$ cat src/hdl/mns_pkg.sv
// ---------------------------------------------------------------------------
// mns_pkg: shared types and constants of the melody note sequencer
// Table geometry, field widths, command codes, timing constants, divider sizing and states.
// ---------------------------------------------------------------------------
package mns_pkg;

  // note table geometry
  localparam int NOTE_DEPTH = 64;
  localparam int NOTE_AW    = $clog2(NOTE_DEPTH);
  localparam int ENTRY_W    = 24;

  // field widths
  localparam int CMD_W    = 2;
  localparam int IDX_W    = 6;
  localparam int FREQ_W   = 16;
  localparam int DIVR_W   = 8;
  localparam int TEMPO_W  = 10;
  localparam int COUNT_W  = 7;
  localparam int IN_TDATA_W  = 48;
  localparam int OUT_TDATA_W = 32;

  // timing constants, one whole note at one beat per minute in ms
  localparam int WHOLE_NOTE_MS = 240000;
  localparam int ELAPSED_W     = 19;
  localparam int LEN_W         = 19;
  localparam int SCALED_W      = ELAPSED_W + 4;

  // shared restoring divider
  localparam int QUO_W     = $clog2(WHOLE_NOTE_MS + 1);
  localparam int DVS_W     = TEMPO_W;
  localparam int DIV_STEPS = QUO_W;
  localparam int STEP_W    = $clog2(DIV_STEPS);

  // command codes
  typedef enum logic [CMD_W-1:0] {
    CMD_TICK  = 2'd0,
    CMD_WRITE = 2'd1,
    CMD_START = 2'd2,
    CMD_STOP  = 2'd3
  } cmd_t;

  // sequencer states
  typedef enum logic [5:0] {
    S_IDLE  = 6'b000001,
    S_FETCH = 6'b000010,
    S_DIV   = 6'b000100,
    S_LEN   = 6'b001000,
    S_EVAL  = 6'b010000,
    S_EMIT  = 6'b100000
  } state_t;

endpackage

$ cat src/hdl/melody_note_sequencer.sv
// ---------------------------------------------------------------------------
// melody_note_sequencer: note table player driven by millisecond ticks
// Holds 64 notes in a synchronous memory and steps through a melody on ticks.
// ---------------------------------------------------------------------------
// Each input item is a command: a tick, a note write, a melody start or a stop.
// Every item produces exactly one result item carrying the tone, the frequency,
// the playing flag and the current note position after that command.
// A write, a stop or a tick while idle goes straight to the result. A start
// runs the 18-step restoring divider that forms 240000/tempo. A tick while
// playing does one memory read of the current note, runs the same 18-step
// divider forming the note length, then the length and compare steps; a note
// with divider zero skips the divider and the length step.
// One item is worked at a time; the next item is taken while a result still
// waits on the output register. The note memory has no reset; reading a note
// that was never written gives an unspecified length and frequency.
module melody_note_sequencer (
  input  logic                            clk,
  input  logic                            rst_n,
  input  logic                            in_tvalid,
  output logic                            in_tready,
  // note_index[5:0], note_freq[21:6], note_divider[29:22], tempo[39:30],
  // note_count[46:40], zero pad[47]
  input  logic [mns_pkg::IN_TDATA_W-1:0]  in_tdata,
  // cmd[1:0]
  input  logic [mns_pkg::CMD_W-1:0]       in_tuser,
  output logic                            out_tvalid,
  input  logic                            out_tready,
  // tone_on[0], tone_freq[16:1], playing[17], note_position[24:18], zero pad[31:25]
  output logic [mns_pkg::OUT_TDATA_W-1:0] out_tdata
);
  import mns_pkg::*;

  // field unpacking
  logic [IDX_W-1:0]   in_index;
  logic [FREQ_W-1:0]  in_freq;
  logic [DIVR_W-1:0]  in_divider;
  logic [TEMPO_W-1:0] in_tempo;
  logic [COUNT_W-1:0] in_count;
  cmd_t               in_cmd;
  logic               in_acc;

  assign in_index   = in_tdata[5:0];
  assign in_freq    = in_tdata[21:6];
  assign in_divider = in_tdata[29:22];
  assign in_tempo   = in_tdata[39:30];
  assign in_count   = in_tdata[46:40];
  assign in_cmd     = cmd_t'(in_tuser);
  assign in_acc     = in_tvalid && in_tready;

  // note memory
  logic [ENTRY_W-1:0] note_mem [NOTE_DEPTH];
  logic [ENTRY_W-1:0] rd_data_r;
  logic               wr_en;

  // control and melody state
  state_t                state_r, state_nxt;
  logic                  playing_r, playing_nxt;
  logic                  in_gap_r, in_gap_nxt;
  logic [COUNT_W-1:0]    cur_note_r, cur_note_nxt;
  logic [COUNT_W-1:0]    mel_len_r, mel_len_nxt;
  logic [ELAPSED_W-1:0]  elapsed_r, elapsed_nxt;
  logic [FREQ_W-1:0]     snd_freq_r, snd_freq_nxt;
  logic [QUO_W-1:0]      whole_r, whole_nxt;
  logic [LEN_W-1:0]      len_r, len_nxt;
  logic                  start_op_r, start_op_nxt;

  // divider state
  logic [DVS_W-1:0]      rem_r, rem_nxt;
  logic [QUO_W-1:0]      quo_r, quo_nxt;
  logic [DVS_W-1:0]      dvs_r, dvs_nxt;
  logic [STEP_W-1:0]     step_r, step_nxt;

  // output register
  logic                  out_valid_r, out_valid_nxt;
  logic [OUT_TDATA_W-1:0] out_data_r, out_data_nxt;

  // datapath helpers
  logic [DVS_W:0]        div_shift;
  logic                  div_ge;
  logic [DVS_W-1:0]      div_rem;
  logic [QUO_W-1:0]      div_quo;
  logic [DIVR_W-1:0]     rd_mag;
  logic                  rd_dotted;
  logic [SCALED_W-1:0]   elapsed_x10;
  logic [SCALED_W-1:0]   len_x9;
  logic [COUNT_W-1:0]    cur_note_inc;
  logic [COUNT_W-1:0]    count_sat;
  logic                  tone;

  assign in_tready  = (state_r == S_IDLE);
  assign out_tvalid = out_valid_r;
  assign out_tdata  = out_data_r;

  // one restoring divide step
  assign div_shift = {rem_r, quo_r[QUO_W-1]};
  assign div_ge    = (div_shift >= {1'b0, dvs_r});
  assign div_rem   = div_ge ? DVS_W'(div_shift - {1'b0, dvs_r}) : div_shift[DVS_W-1:0];
  assign div_quo   = {quo_r[QUO_W-2:0], div_ge};

  // divider magnitude and dotted flag of the fetched note
  assign rd_dotted = rd_data_r[ENTRY_W-1];
  assign rd_mag    = rd_dotted ? DIVR_W'(~rd_data_r[ENTRY_W-1:FREQ_W] + 1'b1)
                               : rd_data_r[ENTRY_W-1:FREQ_W];

  // scaled compares, 10 x elapsed against 9 x length or length
  assign elapsed_x10 = {1'b0, elapsed_r, 3'b000} + {3'b000, elapsed_r, 1'b0};
  assign len_x9      = {1'b0, len_r, 3'b000} + {4'b0000, len_r};
  assign cur_note_inc = cur_note_r + 1'b1;

  // start count saturates to the table depth
  assign count_sat = (32'(in_count) > NOTE_DEPTH) ? COUNT_W'(NOTE_DEPTH) : in_count;

  assign tone  = playing_r && !in_gap_r;
  assign wr_en = in_acc && (in_cmd == CMD_WRITE) && (32'(in_index) < NOTE_DEPTH);

  // table write on accept, read of the current note on accept
  always_ff @(posedge clk) begin
    if (wr_en) begin
      note_mem[NOTE_AW'(in_index)] <= {in_divider, in_freq};
    end
    if (in_acc) begin
      rd_data_r <= note_mem[NOTE_AW'(cur_note_r)];
    end
  end

  // sequencer next state
  always_comb begin
    state_nxt     = state_r;
    playing_nxt   = playing_r;
    in_gap_nxt    = in_gap_r;
    cur_note_nxt  = cur_note_r;
    mel_len_nxt   = mel_len_r;
    elapsed_nxt   = elapsed_r;
    snd_freq_nxt  = snd_freq_r;
    whole_nxt     = whole_r;
    len_nxt       = len_r;
    start_op_nxt  = start_op_r;
    rem_nxt       = rem_r;
    quo_nxt       = quo_r;
    dvs_nxt       = dvs_r;
    step_nxt      = step_r;
    out_valid_nxt = out_valid_r;
    out_data_nxt  = out_data_r;

    // result taken
    if (out_valid_r && out_tready) begin
      out_valid_nxt = 1'b0;
    end

    unique case (state_r)
      S_IDLE: begin
        if (in_acc) begin
          unique case (in_cmd)
            CMD_TICK: begin
              if (playing_r) begin
                if (elapsed_r != {ELAPSED_W{1'b1}}) begin
                  elapsed_nxt = elapsed_r + 1'b1;
                end
                state_nxt = S_FETCH;
              end else begin
                state_nxt = S_EMIT;
              end
            end
            CMD_WRITE: begin
              state_nxt = S_EMIT;
            end
            CMD_START: begin
              mel_len_nxt  = count_sat;
              cur_note_nxt = '0;
              in_gap_nxt   = 1'b1;
              elapsed_nxt  = {ELAPSED_W{1'b1}};
              playing_nxt  = (count_sat != '0);
              rem_nxt      = '0;
              quo_nxt      = QUO_W'(WHOLE_NOTE_MS);
              dvs_nxt      = (in_tempo == '0) ? DVS_W'(1) : in_tempo;
              step_nxt     = STEP_W'(DIV_STEPS - 1);
              start_op_nxt = 1'b1;
              state_nxt    = S_DIV;
            end
            CMD_STOP: begin
              playing_nxt = 1'b0;
              in_gap_nxt  = 1'b1;
              state_nxt   = S_EMIT;
            end
            default: begin
              state_nxt = S_EMIT;
            end
          endcase
        end
      end
      S_FETCH: begin
        if (rd_mag == '0) begin
          len_nxt   = '0;
          state_nxt = S_EVAL;
        end else begin
          rem_nxt      = '0;
          quo_nxt      = whole_r;
          dvs_nxt      = DVS_W'(rd_mag);
          step_nxt     = STEP_W'(DIV_STEPS - 1);
          start_op_nxt = 1'b0;
          state_nxt    = S_DIV;
        end
      end
      S_DIV: begin
        rem_nxt  = div_rem;
        quo_nxt  = div_quo;
        step_nxt = step_r - 1'b1;
        if (step_r == '0) begin
          if (start_op_r) begin
            whole_nxt = div_quo;
            state_nxt = S_EMIT;
          end else begin
            state_nxt = S_LEN;
          end
        end
      end
      S_LEN: begin
        // dotted note lasts floor(1.5 x length)
        len_nxt   = rd_dotted ? (LEN_W'(quo_r) + LEN_W'(quo_r >> 1)) : LEN_W'(quo_r);
        state_nxt = S_EVAL;
      end
      S_EVAL: begin
        if (!in_gap_r) begin
          // tone stops at 90 percent, move to the next note
          if (elapsed_x10 >= len_x9) begin
            in_gap_nxt   = 1'b1;
            cur_note_nxt = cur_note_inc;
            if (cur_note_inc >= mel_len_r) begin
              playing_nxt = 1'b0;
            end else begin
              elapsed_nxt = '0;
            end
          end
        end else begin
          // tone starts at 10 percent
          if (elapsed_x10 >= SCALED_W'(len_r)) begin
            snd_freq_nxt = rd_data_r[FREQ_W-1:0];
            in_gap_nxt   = 1'b0;
            elapsed_nxt  = '0;
          end
        end
        state_nxt = S_EMIT;
      end
      S_EMIT: begin
        if (!out_valid_r || out_tready) begin
          out_valid_nxt = 1'b1;
          out_data_nxt  = {7'b0000000, cur_note_r, playing_r,
                           tone ? snd_freq_r : {FREQ_W{1'b0}}, tone};
          state_nxt     = S_IDLE;
        end
      end
      default: begin
        state_nxt = S_IDLE;
      end
    endcase
  end

  // control registers
  always_ff @(posedge clk) begin
    if (!rst_n) begin
      state_r     <= S_IDLE;
      playing_r   <= 1'b0;
      in_gap_r    <= 1'b1;
      cur_note_r  <= '0;
      mel_len_r   <= '0;
      elapsed_r   <= '0;
      snd_freq_r  <= '0;
      whole_r     <= QUO_W'(WHOLE_NOTE_MS);
      start_op_r  <= 1'b0;
      step_r      <= '0;
      out_valid_r <= 1'b0;
    end else begin
      state_r     <= state_nxt;
      playing_r   <= playing_nxt;
      in_gap_r    <= in_gap_nxt;
      cur_note_r  <= cur_note_nxt;
      mel_len_r   <= mel_len_nxt;
      elapsed_r   <= elapsed_nxt;
      snd_freq_r  <= snd_freq_nxt;
      whole_r     <= whole_nxt;
      start_op_r  <= start_op_nxt;
      step_r      <= step_nxt;
      out_valid_r <= out_valid_nxt;
    end
  end

  // datapath registers
  always_ff @(posedge clk) begin
    len_r      <= len_nxt;
    rem_r      <= rem_nxt;
    quo_r      <= quo_nxt;
    dvs_r      <= dvs_nxt;
    out_data_r <= out_data_nxt;
  end

`ifndef SYNTHESIS
  // a melody in progress never points past its last note
  a_note_in_range: assert property (@(posedge clk) disable iff (!rst_n)
    playing_r |-> (cur_note_r < mel_len_r))
    else $error("current note beyond melody length");

  // the melody length never exceeds the table
  a_len_bounded: assert property (@(posedge clk) disable iff (!rst_n)
    32'(mel_len_r) <= NOTE_DEPTH)
    else $error("melody length beyond table depth");

  // a presented result never shows a tone without a melody
  a_tone_needs_play: assert property (@(posedge clk) disable iff (!rst_n)
    out_valid_r |-> (!out_data_r[0] || out_data_r[17]))
    else $error("tone on while not playing");

  // an accepted item is worked alone until its result is queued
  a_one_at_a_time: assert property (@(posedge clk) disable iff (!rst_n)
    in_acc |=> !in_tready)
    else $error("second item taken during processing");

  // the divider never runs with a zero divisor
  a_div_nonzero: assert property (@(posedge clk) disable iff (!rst_n)
    (state_r == S_DIV) |-> (dvs_r != '0))
    else $error("divide by zero");
`endif

endmodule
$ cat config.mk
export PLATFORM = sky130hd
export DESIGN_NAME = melody_note_sequencer
export DESIGN_NICKNAME = d
export VERILOG_FILES = /design/src/hdl/mns_pkg.sv /design/src/hdl/melody_note_sequencer.sv
export SDC_FILE = /design/constraint.sdc
export NUM_CORES = 2
export LEC_CHECK = 0
export BUFFER_PORTS_ARGS = -buffer_cell sky130_fd_sc_hd__buf_2
export CORE_AREA = 2 2 509 309
export CTS_CLUSTER_SIZE = 14
export DETAILED_ROUTE_END_ITERATION = 10
export DIE_AREA = 0 0 511 311
export PLACE_DENSITY = 0.66
export SLEW_MARGIN = 20
export SYNTH_ARGS = -nofsm -noshare
export SYNTH_HDL_FRONTEND = slang
export SYNTH_SLANG_ARGS = --single-unit
$ cat constraint.sdc
create_clock -name clk -period 5.4 [get_ports clk]
set_input_delay 0.54 -clock clk [delete_from_list [all_inputs] [get_ports clk]]
set_output_delay 0.54 -clock clk [all_outputs]
set_load 0.01 [all_outputs]
==> flow_summary.ini <==
[sta]
fmax_mhz = 195
rsz0062_at_grt = no
finalSetupViolCount = 0
holdWs_ns = 0.0953
fin_ws_ns = 0.267
min_period_ns = 5.13
relSlewSlack_pct = 25.1
tns_ns = 0
hold_viol_final = 0
fin_crit_sh_pct = 95.1
finalClockSkew_ns = 0.0268
worst_pin_slew_ns = 1.12
maxSlewViolCount = 0

[status]
status = complete, no violations

[grt]
grt_pass1_vias = 34800
grt_max_degree = 111
grt_usage_pct = 22.2
grt_pass1_wl_um = 253000
grt.overflow.total = 0
antenna_found_initial = 26

[worst_setup_path]
slowest_stage = a221oi_4
crit_fanout = 8
critPathMaxStageDelay_ns = 0.50
cp.required_ns = 6.08
critPathKind = reg -> reg
endpoint_kind = flop
critical_path_arrival_ns = 5.81
cp_cell_sequence = ha_1 > inv_1 > fa_1 > nor2b_4 > o2111a_1 > o31a_4 > o31ai_4 > xnor2_1 > ha_1 > nand4_1 > nor4_1 > a2111o_1 > a221oi_1 > o21ai_0 > a221oi_4 > a32oi_2 > a221oi_1
start_kind = flop

[synthesis]
synth_edf_count = 1642
ys_ff_latch = 1724
synth.most_common_cell = edfxtp_1
synth-async-reset-ratio_pct = 0
syn_inst = 3569
avgSynthCellArea_um2 = 19.8
netlist_top_cells_count = 1642 x edfxtp_1, 504 x mux4_2, 168 x nand2_1
synth_warnings = 0
synthTopCellsByArea = edfxtp_1 70%, mux4_2 16%, dfxtp_1 2.3%
synth_cell_type_count = 79
synth_top_area_share_pct = 69.9
synthesis.area_um2 = 70500
yosysTopAreaCell = edfxtp_1
synth_ff_type = edfxtp_1
synth-seq-area-share_pct = 72.3

[final_layout]
syn_to_final_growth_pct = 11.9
layout.nets = 3941
multi_input_area_um2 = 19100
layout-drive-gt1-share_pct = 25.8
nFillCells = 12100
register_area_um2 = 51000
final_cells = 5940

[clocking]
htree_levels = 4
cts_tree = done
clk_latency_ns = 0.78
path_clk_slew_ns = 0.07
cts_buffer_depth = 3
cts_sinks = 1724
post_cts_buffers = 0
cts_root_buf = clkbuf_16
cts_buffers = 152

[place]
dp.cells = 5668
gp_congestion = 0.871
place_ws_ns = 0.389
io_buffer_count = 79
dp_hpwl_um = 105000

[power_and_ir_drop]
ir_drop_uv = 328
total_leakage_power_uw = 0.0245
power.density_nw_per_um2 = 327
total_power_uw = 25800

[die]
coreArea_um2 = 154000
initial_utilization_pct = 45.7
die_w_um = 511
rows = 112
dieHeight_um = 311
design.die.area_um2 = 159000
io_pins = 88

[route]
postRouteAntennaNets = 0
drc = 0
vias = 36100
wl_per_cell_um = 29.8
drt-initial-drc-count = 5412
drt-total-wl_um = 177000
dr.pass1.iters = 6
post_drt_via_cell_ratio = 6.07

[job]
drv_cap = 0

[min_path]
min_path_type = in -> reg
==> cell usage in the layout, fill, tap and decap left out, types with 10 or more instances in the layout <==
master,n
a211oi_1,16
ha_1,112
dfxtp_1,78
nor2_4,62
nand4_1,20
o21a_1,11
nor2_1,101
buf_2,76
o211ai_1,18
mux2i_1,37
nand2b_1,13
a21oi_1,93
inv_1,76
nor3_1,27
xnor2_1,45
clkbuf_16,154
mux4_2,504
xor2_1,17
o21bai_1,15
clkinv_1,18
a21o_1,19
and3_1,10
nor4_1,12
a31oi_1,14
and2_1,29
edfxtp_1,1642
nand3_1,42
nand2_1,168
nor2b_1,18
diode_2,14
buf_4,129
clkbuf_1,51
o21ai_0,57
==> state kept, by name (all words and copies together), names as in the netlist <==
signal and cells:
cur_note_r 7, dvs_r 10, elapsed_r 19, in_gap_r 1
len_r 19, mel_len_r 7, note_mem 1536, out_tdata 25
out_tvalid 1, playing_r 1, quo_r 18, rd_data_r 24
rem_r 10, snd_freq_r 16, start_op_r 1, state_r 6
step_r 5, whole_r 18
==> cell families (layout without fill, tap and decap cells) <==
logic type	after synthesis	in the layout	synth area share (%)
buffers and inverters	249	548	1.46
adders and majority gates	116	116	2.10
xor gates and xnor gates	63	63	0.793
AOI/OAI and AO/OA	325	325	3.10
other	1	21	0.00532
DFF	1724	1724	72.3
muxes	541	541	16.6
and+or+nand+nor	550	550	3.66
==> per-stage QoR <==
| stage | util [%] | cell area, µm² |
|---|---|---|
| after floorplan | - | 70500 |
| after detailed placement | 48.2 | 74300 |
| after global placement | 48.2 | 74300 |
| after CTS | 51.1 | 78900 |
| after global routing | 51.1 | 78900 |
| final | 51.2 | 78900 |
==> routing by layer <==
metal	wire length [µm]	global-route usage [%]	vias to the layer above	part of all wire (%)
met1	77300	34.5	18800	44
met2	72200	28.9	1864	41
li1	-	-	15100	-
met3	23800	8.39	229	13
met5	85	0.893	-	0.048
met4	3470	5.81	16	2.0
==> critical path: cells and delay by family, from the launching register on <==
| family | cells | cell delay (ns) |
|---|---|---|
| compound gates | 9 | 3.13 |
| xor+xnor | 1 | 0.28 |
| fa+ha+maj | 3 | 0.84 |
| buf+inv | 1 | 0.08 |
| flops | 1 | 0.40 |
| simple gates | 3 | 0.29 |
==> area by class of cell <==
class,instances,area share [%]
diodes,14,0.0444
clock buffers,206,5.14
clock inverters,51,0.566
inverters,78,0.380
multi-input cells,1602,24.1
flip-flops and latches,1724,64.6
well taps,2052,3.25
repair buffers,213,1.90
==> final timing paths <==
check                                            startpoint                          end  slack, ns  cells past startpoint
worst max register to register    elapsed_r[2]$_SDFFE_PN0P_    elapsed_r[9]$_SDFFE_PN0P_       0.27                     17
worst min-delay path                            in_tuser[0]      state_r[1]$_SDFFE_PN0P_        0.1                      4
worst min register to register  snd_freq_r[10]$_SDFFE_PN0P_  snd_freq_r[10]$_SDFFE_PN0P_       0.45                      2
worst max-delay path              elapsed_r[2]$_SDFFE_PN0P_    elapsed_r[9]$_SDFFE_PN0P_       0.27                     17
==> power breakdown <==
group / leakage (µW) / switching [µW] / internal [µW] / total (µW)
logic: 0.00687 / 599 / 246 / 846
registers: 0.0154 / 57.8 / 14700 / 14800
clock network: 0.00216 / 4830 / 5400 / 10200
total: 0.0245 / 5490 / 20300 / 25800
==> what timing repair did <==
item | 4_1_cts | 5_1_grt
hold buffers | 1 | 0
resized for setup | 0 | 3
endpoints found under the setup margin | 0 | 2
hold endpoints to repair | 4 | 0
No activity file was read; power rests on OpenSTA's default activity.
